`src/rtl/core/bmpgs_pkg.sv`:
```
// ----------------------------------------------------------------------------
// bmpgs_pkg: shared types and constants of the BMP grayscale pixel stream
// Field widths, luma coefficients, the reciprocal used for the divide by 255
// and the pixel record passed from the byte tracker to the output pipeline.
// ----------------------------------------------------------------------------
`default_nettype none

package bmpgs_pkg;

   // Largest image the counters cover.
   localparam int MAX_WIDTH  = 2048;
   localparam int MAX_HEIGHT = 2048;

   localparam int COL_W  = $clog2(MAX_WIDTH);
   localparam int ROW_W  = $clog2(MAX_HEIGHT);
   localparam int SIZE_W = 12;   // width of the size registers
   localparam int BYTE_W = 8;
   localparam int GRAY_W = 16;
   localparam int IDX_W  = 22;
   localparam int SUM_W  = 24;   // weighted sum, at most 65535 * 255

   // Configuration register indexes.
   localparam int CSR_IDX_W = 2;
   localparam logic [CSR_IDX_W-1:0] CSR_IMAGE_WIDTH  = 2'd0;
   localparam logic [CSR_IDX_W-1:0] CSR_IMAGE_HEIGHT = 2'd1;
   localparam logic [CSR_IDX_W-1:0] CSR_GRAY_INPUT   = 2'd2;

   // BT.601 weights scaled so that full-scale white sums to 65528 * 255.
   localparam logic [SUM_W-1:0] COEF_R = 24'd19588;
   localparam logic [SUM_W-1:0] COEF_G = 24'd38469;
   localparam logic [SUM_W-1:0] COEF_B = 24'd7471;
   // Gray bytes are scaled by 257 * 255 so they share the divide by 255.
   localparam logic [SUM_W-1:0] COEF_GRAY = 24'd65535;

   // floor(x / 255) == (x * RECIP) >> RECIP_SHIFT for every x below 2^32 / 254,
   // which covers the whole weighted-sum range.
   localparam int RECIP_W     = 25;
   localparam int RECIP_SHIFT = 32;
   localparam int PROD_W      = SUM_W + RECIP_W;
   localparam logic [RECIP_W-1:0] RECIP = 25'd16843010;

   // One pixel leaving the byte tracker.
   typedef struct packed {
      logic             emit;
      logic [SUM_W-1:0] luma_sum;
      logic [IDX_W-1:0] pixel_index;
      logic             frame_last;
   } pixel_type;

endpackage

`default_nettype wire

```
`src/rtl/core/bmpgs_byte_tracker.sv`:
```
// ----------------------------------------------------------------------------
// bmpgs_byte_tracker: per-byte position and colour collection
// Follows B,G,R phase, row padding, column, row and row base, and forms the
// weighted luma sum and top-down index for each byte that completes a pixel.
// ----------------------------------------------------------------------------
`default_nettype none

module bmpgs_byte_tracker (
   input  wire logic                           clock,
   input  wire logic                           reset,
   input  wire logic                           accept,
   input  wire logic [bmpgs_pkg::BYTE_W-1:0]   data_byte,
   input  wire logic [bmpgs_pkg::SIZE_W-1:0]   image_width,
   input  wire logic [bmpgs_pkg::SIZE_W-1:0]   image_height,
   input  wire logic                           gray_input,
   output bmpgs_pkg::pixel_type                pixel
);

   logic [bmpgs_pkg::COL_W-1:0]  column_ff, column_in;
   logic [bmpgs_pkg::ROW_W-1:0]  row_ff, row_in;
   logic [1:0]                   phase_ff, phase_in;
   logic [1:0]                   pad_ff, pad_in;
   logic [bmpgs_pkg::BYTE_W-1:0] blue_ff, blue_in;
   logic [bmpgs_pkg::BYTE_W-1:0] green_ff, green_in;
   logic [bmpgs_pkg::IDX_W-1:0]  base_ff, base_in;

   logic [bmpgs_pkg::SIZE_W-1:0]   w_eff, h_eff;
   logic [2*bmpgs_pkg::SIZE_W-1:0] top_base;
   logic [bmpgs_pkg::IDX_W-1:0]    base_cur;
   logic                           row_end, last;
   logic [bmpgs_pkg::SUM_W-1:0]    sum;

   // Sizes of zero act as one, sizes past the maximum act as the maximum.
   always_comb begin
      if (image_width == '0) begin
         w_eff = bmpgs_pkg::SIZE_W'(1);
      end else if (image_width > bmpgs_pkg::SIZE_W'(bmpgs_pkg::MAX_WIDTH)) begin
         w_eff = bmpgs_pkg::SIZE_W'(bmpgs_pkg::MAX_WIDTH);
      end else begin
         w_eff = image_width;
      end
      if (image_height == '0) begin
         h_eff = bmpgs_pkg::SIZE_W'(1);
      end else if (image_height > bmpgs_pkg::SIZE_W'(bmpgs_pkg::MAX_HEIGHT)) begin
         h_eff = bmpgs_pkg::SIZE_W'(bmpgs_pkg::MAX_HEIGHT);
      end else begin
         h_eff = image_height;
      end
   end

   assign top_base = w_eff * (h_eff - bmpgs_pkg::SIZE_W'(1));
   assign base_cur = (column_ff == '0 && row_ff == '0)
                   ? top_base[bmpgs_pkg::IDX_W-1:0] : base_ff;
   assign row_end  = (bmpgs_pkg::SIZE_W'(column_ff) + bmpgs_pkg::SIZE_W'(1)) >= w_eff;
   assign last     = row_end
                   && ((bmpgs_pkg::SIZE_W'(row_ff) + bmpgs_pkg::SIZE_W'(1)) >= h_eff);

   always_comb begin
      if (gray_input) begin
         sum = bmpgs_pkg::COEF_GRAY * bmpgs_pkg::SUM_W'(data_byte);
      end else begin
         sum = bmpgs_pkg::COEF_R * bmpgs_pkg::SUM_W'(data_byte)
             + bmpgs_pkg::COEF_G * bmpgs_pkg::SUM_W'(green_ff)
             + bmpgs_pkg::COEF_B * bmpgs_pkg::SUM_W'(blue_ff);
      end
   end

   always_comb begin
      column_in  = column_ff;
      row_in     = row_ff;
      phase_in   = phase_ff;
      pad_in     = pad_ff;
      blue_in    = blue_ff;
      green_in   = green_ff;
      base_in    = base_ff;
      pixel.emit        = 1'b0;
      pixel.luma_sum    = sum;
      pixel.pixel_index = base_cur + bmpgs_pkg::IDX_W'(column_ff);
      pixel.frame_last  = last;
      if (pad_ff != 2'd0) begin
         pad_in = pad_ff - 2'd1;
      end else if (!gray_input && phase_ff == 2'd0) begin
         blue_in  = data_byte;
         phase_in = 2'd1;
      end else if (!gray_input && phase_ff == 2'd1) begin
         green_in = data_byte;
         phase_in = 2'd2;
      end else begin
         pixel.emit = 1'b1;
         phase_in   = 2'd0;
         base_in    = base_cur;
         if (row_end) begin
            column_in = '0;
            // Rows align to four bytes: three bytes a pixel need w mod 4
            // padding bytes, one byte a pixel need -w mod 4.
            pad_in = gray_input ? (2'd0 - w_eff[1:0]) : w_eff[1:0];
            if (last) begin
               row_in = '0;
            end else begin
               row_in  = row_ff + bmpgs_pkg::ROW_W'(1);
               base_in = base_cur - bmpgs_pkg::IDX_W'(w_eff);
            end
         end else begin
            column_in = column_ff + bmpgs_pkg::COL_W'(1);
         end
      end
   end

   always_ff @(posedge clock) begin
      if (reset) begin
         column_ff <= '0;
         row_ff    <= '0;
         phase_ff  <= '0;
         pad_ff    <= '0;
         blue_ff   <= '0;
         green_ff  <= '0;
         base_ff   <= '0;
      end else if (accept) begin
         column_ff <= column_in;
         row_ff    <= row_in;
         phase_ff  <= phase_in;
         pad_ff    <= pad_in;
         blue_ff   <= blue_in;
         green_ff  <= green_in;
         base_ff   <= base_in;
      end
   end

endmodule

`default_nettype wire

```
`src/rtl/core/bmp_pixel_grayscale_stream_unit.sv`:
```
// ----------------------------------------------------------------------------
// bmp_pixel_grayscale_stream_unit: BMP pixel bytes to normalized luma
// Turns raw bottom-up BMP pixel data into top-down 16-bit grayscale pixels.
// ----------------------------------------------------------------------------
// Usage:
// The req channel takes one raw pixel-data byte per item, row padding
// included. Blue and green bytes of a colour triple, and padding bytes,
// produce no result item; the red byte (or every pixel byte in gray mode)
// produces one rsp item with the luma, its top-down index and a flag on the
// last pixel of the frame.
// Throughput is one item per cycle while rsp does not stall. A result item
// is registered first in the sum stage, with the weighted sum and index,
// then in the output register, after the constant-reciprocal divide by 255.
// When rsp is stalled on a full output register, it and the sum stage hold;
// req stall rises only once the sum stage is full and cannot move on.
// Reset clears the position counters and all valid flags and loads width 1,
// height 1 and colour mode. The csr channel is always ready and should be
// written only while no item is in flight; size and mode registers feed the
// byte tracker directly. After the last pixel and its padding the counters
// wrap and the next frame starts.
// ----------------------------------------------------------------------------
`default_nettype none

module bmp_pixel_grayscale_stream_unit (
   input  wire logic                              clock,
   input  wire logic                              reset,
   // Pixel byte input.
   input  wire logic                              req_valid,
   output logic                                   req_stall,
   input  wire logic [bmpgs_pkg::BYTE_W-1:0]      req_data_byte,
   // Pixel result output.
   output logic                                   rsp_valid,
   input  wire logic                              rsp_stall,
   output logic [bmpgs_pkg::GRAY_W-1:0]           rsp_gray_value,
   output logic [bmpgs_pkg::IDX_W-1:0]            rsp_pixel_index,
   output logic                                   rsp_frame_last,
   // Register writes.
   input  wire logic                              csr_valid,
   output logic                                   csr_ready,
   input  wire logic [bmpgs_pkg::CSR_IDX_W-1:0]   csr_index,
   input  wire logic [bmpgs_pkg::SIZE_W-1:0]      csr_data
);

   // Configuration registers.
   logic [bmpgs_pkg::SIZE_W-1:0] width_ff;
   logic [bmpgs_pkg::SIZE_W-1:0] height_ff;
   logic                         gray_ff;

   // Sum stage.
   logic                         s1_valid_ff, s1_valid_in;
   logic [bmpgs_pkg::SUM_W-1:0]  s1_sum_ff;
   logic [bmpgs_pkg::IDX_W-1:0]  s1_index_ff;
   logic                         s1_last_ff;

   // Output register.
   logic                          out_valid_ff, out_valid_in;
   logic [bmpgs_pkg::GRAY_W-1:0]  out_gray_ff;
   logic [bmpgs_pkg::IDX_W-1:0]   out_index_ff;
   logic                          out_last_ff;

   logic                          out_free, s1_move, accept;
   logic [bmpgs_pkg::PROD_W-1:0]  product;
   bmpgs_pkg::pixel_type          pixel;

   assign csr_ready = 1'b1;

   always_ff @(posedge clock) begin
      if (reset) begin
         width_ff  <= bmpgs_pkg::SIZE_W'(1);
         height_ff <= bmpgs_pkg::SIZE_W'(1);
         gray_ff   <= 1'b0;
      end else if (csr_valid) begin
         case (csr_index)
            bmpgs_pkg::CSR_IMAGE_WIDTH:  width_ff  <= csr_data;
            bmpgs_pkg::CSR_IMAGE_HEIGHT: height_ff <= csr_data;
            bmpgs_pkg::CSR_GRAY_INPUT:   gray_ff   <= csr_data[0];
            default: ;
         endcase
      end
   end

   // The output register empties when taken; the sum stage moves into it
   // whenever it is free, and the sum stage takes a byte when it is empty or
   // moving on.
   assign out_free  = !out_valid_ff || !rsp_stall;
   assign s1_move   = s1_valid_ff && out_free;
   assign req_stall = s1_valid_ff && !out_free;
   assign accept    = req_valid && !req_stall;

   bmpgs_byte_tracker u_tracker (
      .clock        (clock),
      .reset        (reset),
      .accept       (accept),
      .data_byte    (req_data_byte),
      .image_width  (width_ff),
      .image_height (height_ff),
      .gray_input   (gray_ff),
      .pixel        (pixel)
   );

   always_comb begin
      if (accept) begin
         s1_valid_in = pixel.emit;
      end else if (s1_move) begin
         s1_valid_in = 1'b0;
      end else begin
         s1_valid_in = s1_valid_ff;
      end
      if (s1_move) begin
         out_valid_in = 1'b1;
      end else if (!rsp_stall) begin
         out_valid_in = 1'b0;
      end else begin
         out_valid_in = out_valid_ff;
      end
   end

   // Divide by 255 as a multiply by a rounded-up reciprocal.
   assign product = bmpgs_pkg::PROD_W'(s1_sum_ff) * bmpgs_pkg::PROD_W'(bmpgs_pkg::RECIP);

   always_ff @(posedge clock) begin
      if (reset) begin
         s1_valid_ff  <= 1'b0;
         out_valid_ff <= 1'b0;
      end else begin
         s1_valid_ff  <= s1_valid_in;
         out_valid_ff <= out_valid_in;
      end
   end

   always_ff @(posedge clock) begin
      if (accept && pixel.emit) begin
         s1_sum_ff   <= pixel.luma_sum;
         s1_index_ff <= pixel.pixel_index;
         s1_last_ff  <= pixel.frame_last;
      end
      if (s1_move) begin
         out_gray_ff  <= product[bmpgs_pkg::RECIP_SHIFT +: bmpgs_pkg::GRAY_W];
         out_index_ff <= s1_index_ff;
         out_last_ff  <= s1_last_ff;
      end
   end

   assign rsp_valid       = out_valid_ff;
   assign rsp_gray_value  = out_gray_ff;
   assign rsp_pixel_index = out_index_ff;
   assign rsp_frame_last  = out_last_ff;

endmodule

`default_nettype wire

```
`config.mk`:
```
export PLATFORM = sky130hd
export DESIGN_NAME = bmp_pixel_grayscale_stream_unit
export DESIGN_NICKNAME = d
export VERILOG_FILES = /design/src/rtl/core/bmpgs_pkg.sv /design/src/rtl/core/bmpgs_byte_tracker.sv /design/src/rtl/core/bmp_pixel_grayscale_stream_unit.sv
export SDC_FILE = /design/constraint.sdc
export NUM_CORES = 1
export LEC_CHECK = 0
export BUFFER_PORTS_ARGS = -buffer_cell sky130_fd_sc_hd__buf_2
export CAP_MARGIN = 15
export CORE_MARGIN = 3
export CORE_UTILIZATION = 55
export CTS_CLUSTER_SIZE = 28
export DETAILED_ROUTE_END_ITERATION = 8
export PLACE_DENSITY_LB_ADDON = 0.15
export SLEW_MARGIN = 30
export SYNTH_ARGS = -nofsm -noshare
export SYNTH_HDL_FRONTEND = slang
export SYNTH_SLANG_ARGS = --single-unit
```
`constraint.sdc`:
```
create_clock -name clock -period 23.3 [get_ports clock]
set_clock_uncertainty 0.05 [all_clocks]
set_input_delay 3.495 -clock clock [delete_from_list [all_inputs] [get_ports clock]]
set_output_delay 3.495 -clock clock [all_outputs]
set_load 0.005 [all_outputs]
```
==> Word level (Yosys, flattened, before mapping) <==
Index checks and enable logic that the tools add are counted.
{ "totals": {"regBits": 177, "out_inout_bits": 42, "elab_cells": 104} }
{ "classes": {"n_addsub": 11, "n_mul": 6, "n_lt_le_gt_ge": 4, "eq_ne": 6, "muxes": 24, "bitwise_logic": 3, "n_reduce_logical": 32} }
{ "op_table": {"columns": ["op", "n"], "rows": [
  ["22-bit two-way mux", 3],
  ["16-bit by 8-bit multiplier with 24-bit output (first input constant)", 2],
  ["12-bit two-way mux", 4],
  ["24-bit by 24-bit multiplier with 47-bit output (second input constant)", 1],
  ["13-bit by 8-bit multiplier with 21-bit output (first input constant)", 2],
  ["11-bit by 1-bit adder with 12-bit output (second input constant)", 2],
  ["23-bit by 24-bit adder with 24-bit output", 1],
  ["24-bit by 21-bit adder with 24-bit output", 1],
  ["12-bit greater-or-equal comparator", 2],
  ["12-bit greater-than comparator (second input constant)", 2],
  ["12-bit logical NOT", 2],
  ["12-bit by 24-bit multiplier with 22-bit output", 1],
  ["24-bit two-way mux", 1],
  ["11-bit by 1-bit adder with 11-bit output (second input constant)", 2],
  ["22-bit by 11-bit adder with 22-bit output", 1],
  ["11-bit logical NOT", 2],
  ["11-bit two-way mux", 2],
  ["22-bit by 12-bit subtractor with 22-bit output", 1],
  ["2-bit two-way mux", 7],
  ["12-bit by 1-bit subtractor with 13-bit output (second input constant)", 1],
  ["4-bit AND reduction", 3],
  ["1-bit logical AND", 8],
  ["2-bit AND reduction", 4],
  ["1-bit two-way mux", 7],
  ["12 further kinds", 24]
]} }

==> Logic depth before layout (Yosys ltp) <==
{ "depth": {"word_depth": 9, "depth_mapped": 35} }

==> Hierarchy <==
Synthesis repeated with hierarchy kept, for this count alone.
{ "unflattened": {"cells_unflattened": 2753, "hier_area_um2": 25239.2} }
{ "modules_own_cells": {"columns": ["module", "instances", "cells_per_inst", "area_per_inst_um2", "seq_area_each_um2"], "rows": [
  ["bmpgs_byte_tracker", 1, 2198, 18360.1, 1281.2],
  ["bmp_pixel_grayscale_stream_unit", 1, 555, 6879.1, 3123.0]
]} }

==> Worst setup path after synthesis <==
Ideal clock, no wire load.
{ "synth_path": {"path_type": "input port to flip-flop", "start": "input req_data_byte[2] (netlist name)", "end": "register s1_sum_ff[23] (netlist name) (data pin)", "setup_ns": 0.270, "t_arrival_ns": 9.158, "setup_slack_ns": 13.822, "path_stages": 28, "path_cell_list": "ha_1 ha_1 inv_1 fa_1 inv_1 ha_1 and3b_1 o21a_1 o21ai_0 nand2b_1 xor2_1 ha_1 inv_1 fa_1 fa_1 inv_1 fa_1 ha_1 nor3_1 o31ai_1 a31oi_1 nor2b_1 o41a_1 o31ai_1 a21oi_1 a21oi_1 xnor2_1 mux2i_1"} }
{ "synth_lines": {"columns": ["item", "line", "text"], "rows": [
  ["start: declaration", "bmp_pixel_grayscale_stream_unit.sv:30", "input wire logic [bmpgs_pkg::BYTE_W-1:0] req_data_byte,"],
  ["end signal: assignment", "bmp_pixel_grayscale_stream_unit.sv:133", "s1_sum_ff <= pixel.luma_sum;"],
  ["end: declaration", "bmp_pixel_grayscale_stream_unit.sv:51", "logic [bmpgs_pkg::SUM_W-1:0] s1_sum_ff;"]
]} }

==> results by group <==
Cells and area
  – Layout fillers: between 3000 and 4000
  – Area of the multi-input gates: 18500 um2
  – Seq. cell area: 4404 um2
  – Post-Layout Inst Area: between 20000 and 30000 um2
  – Fin nets: 3519
  – Final cell utilization of the core: 0.5964
  – Share of cells above drive strength 1: 0.05362
  – Layout area overhead: 6.400%

Global routing
  – Initial antenna violation count: 0
  – Largest net degree at the start of global routing: 73
  – Grt total ovfl: 0
  – Number of global-route vias before repair: between 15000 and 20000
  – First-pass GRT wire length: 96920 um
  – GR Util All Layers: 0.2554

Power and ir drop
  – Part of the power in registers: 0.178
  – Maximum VDD drop: 0.00006395 V
  – Total power draw: 2.252 mW
  – Logic pwr share: 0.694
  – P_sw: 1.073 mW
  – Pint: between 1 and 1.5 mW
  – Pwr/cell area: 84.63 nW/um2
  – Sw frac: 0.4764
  – Leakage: 13.39 nW
  – Clock power share: 0.128

STA
  – Max Clk Rate: between 100 and 150 MHz
  – Tightest Pin Transition: 1.001 ns
  – RSZ-0062 raised after global routing: no
  – Fin. Hold Viols: 0
  – Slew Viols, Final: 0
  – PnR worst setup slack: 13.45 ns
  – Max transition margin: 0.3303
  – Final setup vio count: 0
  – Final Critical Period: 9.855 ns
  – Final critical-path share of the clock period: 0.4229
  – Final TNS setup: 0 ns

Critical path
  – Worst setup path startpoint: req_data_byte[5]
  – Worst Setup Start Kind: input pin
  – CP most frequent cell: ha_1
  – Worst setup EP type: register
  – Critical path class: in -> reg
  – Worst Path Max Fanout: 10
  – R2r setup slk: 13.94 ns
  – Worst EP arrival: 10.01 ns
  – Critical Path Max Stage Delay: 0.53 ns
  – Slowest cell on the critical path: fa_1
  – Worst r2r src: height_ff[7]
  – Req. time, crit path: 23.46 ns

Clock tree
  – Clock Path Buffers: 2
  – CTS H-Tree Depth: 4
  – TritonCTS clock tree: yes
  – Clock transition at the registers of the reported paths: 0.08 ns
  – Worst-Skew Late Latency: ~0.47 ns
  – Total CTS buffers: 17
  – Post-CTS setup buffer count: 0
  – CTS Hold Bufs: 0
  – Post_cts resized: 0
  – Clk root buf: clkbuf_16
  – # clock sinks: 177

Synth
  – Synth Cell Area: 25010 um2
  – Post-synthesis sequential area ratio: 0.1761
  – XOR/XNOR Fraction of Synth Area: 0.04623
  – FF+latch count, synth: 177
  – Largest family of logic cells by synthesized area: adder cells
  – Cell taking the most area after synthesis: fa_1
  – Dominant synthesized flop cell: dfxtp_1
  – Synth Instances: 2717
  – Post-synth EDFFs: 86
  – Syn_area_per_cell: slightly above 9 um2
  – Post-synthesis compound-gate area fraction: 0.1042
  – Post-Synth Adder-Cell Area: 0.4491
  – Unique masters post-synth: 83
  – Synth async-reset ratio: 0
  – Largest cells by area after synthesis: fa_1 (23%), ha_1 (22%), edfxtp_1 (10%)
  – Simple-gate share of the synthesized area: 0.1259
  – Synth warn: 0
  – Area share of the leading cell type in the synthesized netlist: 0.2290
  – Mux cell area share after synthesis: 0.01086

Floorplanning
  – Chip height: around 220 um
  – I/O pin count: 69
  – Initial Util: 0.5606
  – Chip width: 219.2 um
  – Core area: 44610 um2
  – Rows: 77
  – DIE AREA: between 40000 and 50000 um2

Placed design
  – Pre-CTS setup slack: 13.02 ns
  – IO Port Bufs: 67
  – Detailed-placement wirelength estimate: ~49000 um
  – Placed cell areas: 26010 um2
  – GPL Wtd Cong: roughly 0.89

Drt
  – Drt pass-1 iters: 5
  – Vias: 18620
  – DRC Markers: 0
  – Post-route ant nets: 0
  – Vias per cell: 5.521
  – DRT Wirelength: 59220 um
  – Drt wl/cell: 17.56 um
  – DRT iter0 DRCs: 1161

Hold path
  – Worst min path class: reg -> reg
  – Hold_sp: s1_index_ff[4]

Status
  – Status: complete, no violations

Job
  – Max cap viols: 0
## sequential cells by signal, indices dropped and copies added (netlist names), 2 cells and up
register / cells
width_ff: 12
u_tracker.column_ff: 11
u_tracker.row_ff: 11
s1_sum_ff: 24
u_tracker.pad_ff: 2
s1_index_ff: 22
u_tracker.blue_ff: 8
height_ff: 12
rsp_gray_value: 16
u_tracker.green_ff: 8
rsp_pixel_index: 22
u_tracker.base_ff: 22
u_tracker.phase_ff: 2
## synth_stat cells, drive strengths merged (4+ instances only)
library cell	n
o2111ai	5
o21ai	83
xnor2	73
nor2	142
o41ai	5
and2	18
o211ai	16
nor2b	21
a21oi	145
and3	26
a21boi	4
mux2	6
or2	6
a21o	32
nand2	270
nand4	9
a211o	6
fa	286
nor4	20
inv	515
o311ai	4
nor3	40
nand2b	32
o31a	4
ha	440
a211oi	21
xor2	59
edfxtp	86
nand3	34
a31oi	15
nand3b	16
o21bai	9
o31ai	9
o21a	25
clkbuf	52
mux2i	20
dfxtp	91
or3	13
buf	7
a22oi	5
## stage by stage
stage	hold WS (ns)	std cells
2_1_floorplan	0.3503	2727
3_5_place_dp	0.3552	3339
3_3_place_gp	0.3512	3339
4_1_cts	0.3721	3371
5_1_grt	0.3778	3371
6_report	0.3707	3372
## logic make-up (layout without fill, tap and decap cells)
logic type	after synthesis	in the layout
fa+ha+maj	726	726
buf+inv	577	629
flops	177	177
other cells	1	12
mux	26	26
compound gates	411	411
xor+xnor	132	132
simple gates	667	667
## routing by layer
layer | GRT usage | part of all wire
met5 | 0 | 0
met4 | 0.05314 | 0.013
met3 | 0.03379 | 0.043
met2 | 0.4119 | 0.46
met1 | 0.3701 | 0.48
## power groups by stage
stage	clock (mW)	sequential [mW]	combinational, mW
global placement	0	0.408	1.50
finish	0.288	0.402	1.56
floorplan	0	0.398	1.17
CTS	0.296	0.402	1.56
detailed placement	0	0.409	1.54
global route	0.308	0.403	1.78
## cell usage in the layout (no fill, tap or decap), types with 8 or more instances in the layout
cell and count:
inv_1 515, ha_1 440, fa_1 286, nand2_1 270, a21oi_1 142, nor2_1 141, dfxtp_1 91, edfxtp_1 86
o21ai_0 77, xnor2_1 71, buf_2 66, xor2_1 59, nor3_1 40, nand3_1 34, a21o_1 32, nand2b_1 31
o21a_1 25, and3_1 24, a211oi_1 21, mux2i_1 20, nor2b_1 19, nor4_1 18, and2_1 17, clkbuf_16 17
nand3b_1 16, a31oi_1 15, o211ai_1 14, or3_1 13, buf_4 13, conb_1 11, nand4_1 9, o21bai_1 9
o31ai_1 8
## critical path: cells and delay by family
kind                     cells  cell delay (ns)
AND/OR/NAND/NOR              4             0.67
AO/OA/AOI/OAI                8             1.57
multiplexers                 1             0.10
adder cells (fa/ha/maj)      9             3.40
XOR/XNOR                     2             0.29
buffers and inverters        5             0.48
## cell type report
class | instances | share of cell area
multi-input combinational | 1973 | 0.6954
sequential | 177 | 0.1655
inverter | 518 | 0.07308
tap | 592 | 0.02784
clock buffer | 18 | 0.01651
timing repair buffer | 79 | 0.01608
clock inverter | 14 | 0.005455
antenna | 1 | 0.00009406
## path summary, 6_finish.rpt
check                          endpoint  cells after the start
setup / recovery          s1_sum_ff[23]                     29
hold / removal       rsp_pixel_index[4]                      0
setup reg to reg  u_tracker.base_ff[20]                     30
hold reg to reg      rsp_pixel_index[4]                      0
Power figures use the tool's default switching activity.
